<file path="src/cpf_pkg.sv">
// Package for the critical path forward pass core: sizes, command codes,
// and the structs passed between the input stage, finish table and scheduler.
// No dependencies.
package cpf_pkg;

  localparam int unsigned MAX_TASKS     = 256;
  localparam int unsigned TASK_BITS     = $clog2(MAX_TASKS);
  localparam int unsigned DUR_BITS      = 16;
  localparam int unsigned TIME_BITS     = 24;
  localparam int unsigned IN_DATA_BITS  = 40;
  localparam int unsigned OUT_DATA_BITS = 80;

  typedef logic [TASK_BITS-1:0] task_t;
  typedef logic [DUR_BITS-1:0]  dur_t;
  typedef logic [TIME_BITS-1:0] time_t;

  localparam time_t TIME_MAX = {TIME_BITS{1'b1}};

  // Beat kind carried on tuser
  typedef enum logic {
    CMD_CLEAR = 1'b0,
    CMD_TASK  = 1'b1
  } cmd_e;

  // One accepted input beat
  typedef struct packed {
    cmd_e  cmd;
    task_t task_idx;
    dur_t  dur;
    logic  has_pred;
    task_t pred;
    logic  last;
  } item_t;

  // Finish table write port
  typedef struct packed {
    logic  en;
    task_t addr;
    time_t data;
  } wr_t;

  // One result beat
  typedef struct packed {
    time_t span_so_far;
    time_t finish_time;
    time_t start_time;
    task_t done_task;
  } result_t;

endpackage

</file>
<file path="src/cpf_sched.sv">
// Scheduler stage: scheduled flags, running start max, makespan, finish
// computation and the result register. Depends on cpf_pkg.
module cpf_sched (
  input  logic                                 clk_i,
  input  logic                                 rst_ni,
  input  logic                                 valid_i,
  input  cpf_pkg::item_t                       item_i,
  input  cpf_pkg::time_t                       pred_fin_i,
  output logic                                 fire_o,
  output cpf_pkg::wr_t                         wr_o,
  output logic                                 m_valid_o,
  input  logic                                 m_ready_i,
  output logic [cpf_pkg::OUT_DATA_BITS-1:0]    m_data_o
);

  logic [cpf_pkg::MAX_TASKS-1:0] flags_q;
  cpf_pkg::time_t                run_q;
  cpf_pkg::time_t                span_q;
  logic                          out_valid_q;
  cpf_pkg::result_t              res_q;

  logic                          is_clear;
  logic                          commit;
  logic                          out_free;
  logic                          pred_ok;
  cpf_pkg::time_t                cand;
  logic [cpf_pkg::TIME_BITS:0]   sum;
  cpf_pkg::time_t                finish;
  cpf_pkg::time_t                span_new;

  // Decode and handshake
  assign is_clear = (item_i.cmd == cpf_pkg::CMD_CLEAR);
  assign commit   = (item_i.cmd == cpf_pkg::CMD_TASK) && item_i.last;
  assign out_free = !out_valid_q || m_ready_i;
  assign fire_o   = valid_i && (!commit || out_free);

  // Start max, saturating finish, makespan
  assign pred_ok  = item_i.has_pred && flags_q[item_i.pred];
  assign cand     = (pred_ok && (pred_fin_i > run_q)) ? pred_fin_i : run_q;
  assign sum      = {1'b0, cand} + {{(cpf_pkg::TIME_BITS + 1 - cpf_pkg::DUR_BITS){1'b0}},
                                    item_i.dur};
  assign finish   = sum[cpf_pkg::TIME_BITS] ? cpf_pkg::TIME_MAX
                                            : sum[cpf_pkg::TIME_BITS-1:0];
  assign span_new = (finish > span_q) ? finish : span_q;

  // Table write on commit
  assign wr_o.en   = fire_o && commit;
  assign wr_o.addr = item_i.task_idx;
  assign wr_o.data = finish;

  // Control state
  always_ff @(posedge clk_i or negedge rst_ni) begin
    if (!rst_ni) begin
      flags_q     <= '0;
      run_q       <= '0;
      span_q      <= '0;
      out_valid_q <= 1'b0;
    end else begin
      if (fire_o) begin
        if (is_clear) begin
          flags_q <= '0;
          run_q   <= '0;
          span_q  <= '0;
        end else if (commit) begin
          flags_q[item_i.task_idx] <= 1'b1;
          run_q                    <= '0;
          span_q                   <= span_new;
        end else begin
          run_q <= cand;
        end
      end
      if (out_free) begin
        out_valid_q <= fire_o && commit;
      end
    end
  end

  // Result payload
  always_ff @(posedge clk_i) begin
    if (fire_o && commit) begin
      res_q.done_task   <= item_i.task_idx;
      res_q.start_time  <= cand;
      res_q.finish_time <= finish;
      res_q.span_so_far <= span_new;
    end
  end

  assign m_valid_o = out_valid_q;
  assign m_data_o  = res_q;

`ifndef SYNTHESIS
  a_no_result_without_commit: assert property (@(posedge clk_i) disable iff (!rst_ni)
    (fire_o && !commit && out_free) |=> !out_valid_q)
    else $error("result raised without a committing beat");
  a_clear_empties_span: assert property (@(posedge clk_i) disable iff (!rst_ni)
    (fire_o && is_clear) |=> (span_q == '0) && (run_q == '0) && (flags_q == '0))
    else $error("clear did not empty schedule state");
  a_finish_after_start: assert property (@(posedge clk_i) disable iff (!rst_ni)
    out_valid_q |-> (res_q.finish_time >= res_q.start_time))
    else $error("finish earlier than start");
  a_span_covers_finish: assert property (@(posedge clk_i) disable iff (!rst_ni)
    out_valid_q |-> (res_q.span_so_far >= res_q.finish_time))
    else $error("makespan below task finish");
`endif

endmodule
</file>
<file path="config.mk">
export PLATFORM = sky130hd
export DESIGN_NAME = cpf_sched
export DESIGN_NICKNAME = d
export VERILOG_FILES = /design/src/cpf_pkg.sv /design/src/cpf_sched.sv
export SDC_FILE = /design/constraint.sdc
export NUM_CORES = 1
export LEC_CHECK = 0
export ABC_AREA = 1
export BUFFER_PORTS_ARGS = -buffer_cell sky130_fd_sc_hd__buf_4
export CORE_UTILIZATION = 55
export CTS_CLUSTER_SIZE = 12
export DETAILED_ROUTE_END_ITERATION = 6
export GPL_ROUTABILITY_DRIVEN = 0
export HOLD_SLACK_MARGIN = 0.08
export PLACE_DENSITY = 0.8
export RECOVER_POWER = 100
export SLEW_MARGIN = 30
export SYNTH_ARGS = -nofsm -noshare
export SYNTH_HDL_FRONTEND = slang
export SYNTH_SLANG_ARGS = --single-unit
</file>
<file path="constraint.sdc">
create_clock -name clk_i -period 20.5 [get_ports clk_i]
set_clock_uncertainty 0.15 [all_clocks]
set_input_delay 1.025 -clock clk_i [delete_from_list [all_inputs] [get_ports clk_i]]
set_output_delay 1.025 -clock clk_i [all_outputs]
set_load 0.01 [all_outputs]
</file>
==> flow_summary.json, run 1 <==
{
  "status": "finished with violations",
  "violations": "DRC, capacitance limit, slew limit",
  "synth_largest_area_cell": "dfrtp_1",
  "cellLeakagePower_nw": 9.39,
  "power.density_nw_per_um2": 89.3,
  "whs_ps": 333,
  "postCtsSetupRepairBufs": 0,
  "overflow": 0,
  "synth_commonest_cells": "nand2_1, dfrtp_1, a21oi_1, o21ai_0, nand3_1",
  "slowest_stage": "clkbuf_1",
  "coreArea_um2": 35800,
  "crit_fanout": 72,
  "die-height_um": 193,
  "antenna_found_initial": 0,
  "rsz0062_at_grt": "false",
  "hold_viol_final": 0,
  "slowest_delay_ps": 2440,
  "synth_cell_types": 42,
  "grt_pass1_vias": 17630,
  "fin_cells": 3063,
  "dieArea_um2": 37400,
  "worstReg2RegEnd": "m_data_o[70]",
  "cts_inserted_buffers": 42,
  "worst_skew_pair.late_latency_ps": 550,
  "syn-mean-instance-area_um2": 8.09,
  "max_freq_ghz": 0.0672,
  "hold_buffers": 0,
  "crit_path_start": "item_i[1]",
  "setup_tns_ps": 0,
  "drive_above_1_share": 0.0634,
  "ys_seq_area_frac": 0.498,
  "drt-initial-drc-count": 2331,
  "rows": 69,
  "synth_area_um2": 20100,
  "yosys_warnings": 0,
  "cap_violations": 11,
  "max_slew_margin": -2.44,
  "clk_path_buf_depth": 3,
  "dp_hpwl_mm": 35.3,
  "routedWlPerCell_um": 19.3,
  "initial_core_util": 0.562,
  "place_ws_ps": 10060,
  "min_period_ps": 14880,
  "worstMarginPinSlew_ps": 5150,
  "nets": 2699,
  "hp-class": "register to register",
  "avgViaCountPerCell": 6.12,
  "wirelength_mm": 59.2,
  "grt_use_total": 0.311,
  "syn_nets": 2618,
  "cts_tree": "done",
  "synth_ff_type": "dfrtp_1",
  "pin_count": 178,
  "cts.repair.resized": 0,
  "drv_slew": 810,
  "cp.required_ps": 20620,
  "r2r_start": "run_q[2]",
  "synth_top_area_frac": 0.379,
  "num_antenna_cells": 0,
  "grt_max_degree": 182,
  "synth_edf_count": 80,
  "cts.clk_slew.worst_paths_ps": 60,
  "crit_path_start_kind": "input port",
  "numClockSinks": 385,
  "syn_inst": 2490,
  "synthTopCellsByArea": "dfrtp_1, nand2_1, edfxtp_1",
  "vdd_drop_max_uv": 78.4,
  "clockRootBuffer": "clkbuf_16",
  "r2r_setup_slack_ps": 9510,
  "endpoint": "m_data_o[70]",
  "dieWidth_um": 193,
  "grt_pass1_wl_mm": 93.6,
  "drtAntennaViolNets": 0,
  "drc": 19,
  "fin_crit_sh": 0.726,
  "htree_levels": 2,
  "dp_cells": 2986,
  "vias": 18743,
  "fin_ws_ps": 5620,
  "crit_arrival_ps": 15000,
  "ys_ff_latch": 385,
  "cpMostUsedCell": "nand2_1",
  "async_flop_share": 0.792,
  "setup_violations": 0,
  "drt-pass1-iter-count": 7,
  "rr_worst_depth": 35,
  "area_delta_synth_final_pct": 10.8,
  "synth_most_common_cell": "nand2_1",
  "cp-end-kind": "register",
  "worstSetupPathType": "input port to register",
  "place.port_buffers": 177
}
[through the flow]
step	utilization	power [mW]	instance area (um2)
6_report	0.623	2.00	22300
5_1_grt	0.623	2.08	22300
4_1_cts	0.638	2.02	22900
3_5_place_dp	0.601	1.30	21500
3_3_place_gp	0.600	1.28	21500
2_1_floorplan	-	1.15	20100
[per-layer routing]
metal,wire length [um],vias to the layer above,part of all wire,track usage
met4,3030,0,0.051,0.148
met2,26700,1058,0.45,0.482
met5,0,-,0,0
met3,6210,201,0.11,0.0509
met1,23200,8932,0.39,0.427
li1,-,8552,-,-
[critical path: cells and delay by family]
family,cells,cell delay [ps]
compound gates,13,3630
fa+ha+maj,3,890
buf+inv,6,4960
simple gates,18,4340
[layout make-up]
type | count | area (um2)
inverter | 154 | 588
multi-input combinational | 1783 | 8780
fill | 3038 | 13500
clock inverter | 10 | 68.8
sequential | 385 | 10000
timing repair buffer | 205 | 1040
tap | 461 | 577
clock buffer | 65 | 1240
[cell usage in the layout, fill, tap and decap left out, types with 11 or more instances in the layout]
cell type,synthesis,routed
a21oi_1,294,293
buf_4,15,71
clkbuf_1,106,146
clkbuf_16,0,42
dfrtp_1,305,305
edfxtp_1,80,80
ha_1,64,64
inv_1,148,148
nand2_1,676,683
nand3_1,273,272
nand4_1,14,14
nor2_1,46,27
nor2_2,0,15
o21ai_0,286,309
o21ai_1,39,17
o22ai_1,27,27
xor2_1,11,11
[cells by family (layout without fill, tap and decap cells)]
kind of cell | count (synthesis) | after routing | synth area share
flops | 385 | 385 | 0.498
fa+ha+maj | 65 | 65 | 0.0407
buf+inv | 322 | 434 | 0.0686
compound gates | 667 | 667 | 0.170
xor+xnor | 17 | 17 | 0.00739
simple gates | 1034 | 1034 | 0.215
[registers in the layout (all words and copies together), names as in the netlist]
signal and flops:
flags_q 256, m_data_o 80, m_valid_o 1, run_q 24, span_q 24
[power breakdown]
part           total, mW  switching (mW)  internal, mW
combinational      0.417           0.294         0.123
sequential         0.856          0.0182         0.838
clock              0.722           0.307         0.415
total               2.00           0.619          1.38
[how the worst min path moves through the flow]
stage	startpoint	end	cells past startpoint
after global placement	span_q[20]	span_q[20]	2
after CTS	span_q[13]	span_q[13]	2
after global routing	flags_q[58]	flags_q[58]	2
final	span_q[20]	span_q[20]	2
after detailed placement	span_q[22]	span_q[22]	2
after floorplan	span_q[16]	span_q[16]	2
(Power assumes the default switching activity.)
==> inputs of run 2 (changes only) <==
==> constraint.sdc (replaced) <==
create_clock -name clk_i -period 14.2 [get_ports clk_i]
set_clock_uncertainty 0.15 [all_clocks]
set_input_delay 0.71 -clock clk_i [delete_from_list [all_inputs] [get_ports clk_i]]
set_output_delay 0.71 -clock clk_i [all_outputs]
set_load 0.01 [all_outputs]
==> run 2 against run 1 <==
Largest cell class unchanged. Combinational power up 47%. Core utilization up 0.084 points. Via count shrank 0.29%. The run still ends with DRC, capacitance limit, slew limit left. Register-to-register slack lost 5200 ps. Critical endpoint is now span_q[6].
==> flow_summary.json, run 2 (synthesis gave the netlist of run 1 again) <==
{
  "crit_path_start_kind": "input port",
  "cts.repair.resized": 0,
  "largest_register_ffs": 256,
  "switching_share": 0.314,
  "use_met2": 0.488,
  "vias": 18688,
  "power_frac_clock": 0.365,
  "worstSetupPathType": "input port to register",
  "dieWidth_um": 193,
  "grt_max_degree": 160,
  "wirelength_mm": 59.8,
  "fin_ws_ps": 2990,
  "grt-busiest-layer": "met2",
  "antenna_found_initial": 0,
  "coreArea_um2": 35800,
  "layout_common_cells": "nand2_1, o21ai_0, dfrtp_1",
  "area_delta_synth_final_pct": 11.0,
  "dp_hpwl_mm": 35.7,
  "rsz0062_at_grt": "false",
  "total_power_mw": 2.91,
  "status": "finished with violations",
  "drv_slew": 610,
  "num_antenna_cells": 0,
  "final_common_cell": "nand2_1",
  "p_seq_frac": 0.425,
  "dp_cells": 2986,
  "avgViaCountPerCell": 6.11,
  "cp-end-kind": "register",
  "grt_use_met3": 0.0668,
  "numClockSinks": 385,
  "violations": "DRC, capacitance limit, slew limit",
  "drt-pass1-iter-count": 7,
  "grt_pass1_wl_mm": 95.1,
  "drc": 17,
  "fin_crit_sh": 0.789,
  "crit_fanout": 99,
  "postCtsSetupRepairBufs": 0,
  "place.port_buffers": 177,
  "grt_pass1_vias": 17762,
  "switching_power_mw": 0.915,
  "worst_skew_pair.late_latency_ps": 570,
  "setup_tns_ps": 0,
  "use_met1": 0.424,
  "drtAntennaViolNets": 0,
  "cp.required_ps": 14320,
  "cts_inserted_buffers": 42,
  "slowest_delay_ps": 1010,
  "rows": 69,
  "vdd_drop_max_uv": 114,
  "power.density_nw_per_um2": 130,
  "worstMarginPinSlew_ps": 5940,
  "slowest_stage": "clkinvlp_2",
  "clk_path_buf_depth": 3,
  "crit_arrival_ps": 11330,
  "max_freq_ghz": 0.0892,
  "regMostFlops": "flags_q",
  "hp-class": "input port to register",
  "cpMostUsedCell": "nand2_1",
  "clockRootBuffer": "clkbuf_16",
  "htree_levels": 2,
  "overflow": 0,
  "nets": 2697,
  "max_slew_margin": -2.96,
  "pin_count": 178,
  "die-height_um": 193,
  "cts_tree": "done",
  "fin_cells": 3061,
  "hold_viol_final": 0,
  "drt-initial-drc-count": 2529,
  "cellLeakagePower_nw": 9.41,
  "power.internal_mw": 2.00,
  "cap_violations": 8,
  "place_ws_ps": 3790,
  "hold_buffers": 0,
  "grt_use_total": 0.316,
  "comb_power_share": 0.211,
  "routedWlPerCell_um": 19.5,
  "dieArea_um2": 37400,
  "setup_violations": 0,
  "initial_core_util": 0.562,
  "min_period_ps": 11210,
  "cts.clk_slew.worst_paths_ps": 60,
  "drive_above_1_share": 0.0650
}
## run 2: final timing paths
| kind | from | endpoint | slack [ps] | depth (start not counted) |
|---|---|---|---|---|
| worst max-delay path | item_i[1] | span_q[6] | 2990 | 44 |
| worst min-delay path | m_ready_i | m_valid_o | 210 | 2 |
| worst max register to register | run_q[2] | span_q[6] | 4270 | 38 |
| worst min register to register | span_q[16] | span_q[16] | 330 | 2 |
| max in group asynchronous | rst_ni | flags_q[217] | 5830 | 2 |
| min in group asynchronous | rst_ni | flags_q[26] | 2180 | 1 |
## run 2: critical path, delay by kind of cell
family | cells | cell delay [ps]
fa+ha+maj | 3 | 840
compound gates | 14 | 2840
buf+inv | 7 | 2760
simple gates | 20 | 4050
## run 2: per-stage QoR
step                hold WS, ps   util  cell area (um2)
floorplan                   264      -            20100
global placement            312  0.600            21500
detailed placement          315  0.602            21600
CTS                        84.5  0.638            22900
global route                205  0.624            22400
finish                      210  0.624            22400
## run 2: power by group through the flow
stage | combinational [mW] | clock (mW) | sequential [mW]
after global placement | 0.604 | 0 | 1.25
after global routing | 0.679 | 1.11 | 1.24
after CTS | 0.643 | 1.07 | 1.23
after detailed placement | 0.636 | 0 | 1.25
final | 0.613 | 1.06 | 1.24
after floorplan | 0.406 | 0 | 1.26
## run 2: layout make-up
| cell class | count | area [um2] |
|---|---|---|
| Sequential cell | 385 | 10000 |
| Multi-Input combinational cell | 1783 | 8780 |
| Clock inverter | 11 | 78.8 |
| Fill cell | 3066 | 13500 |
| Inverter | 154 | 591 |
| Tap cell | 461 | 577 |
| Clock buffer | 64 | 1240 |
| Timing Repair Buffer | 203 | 1050 |
## run 2: layer usage
| layer | vias to the layer above | routed length (um) |
|---|---|---|
| met5 | - | 0 |
| met4 | 0 | 2980 |
| met3 | 210 | 6470 |
| met2 | 1061 | 27100 |
| met1 | 8841 | 23200 |
| li1 | 8576 | - |
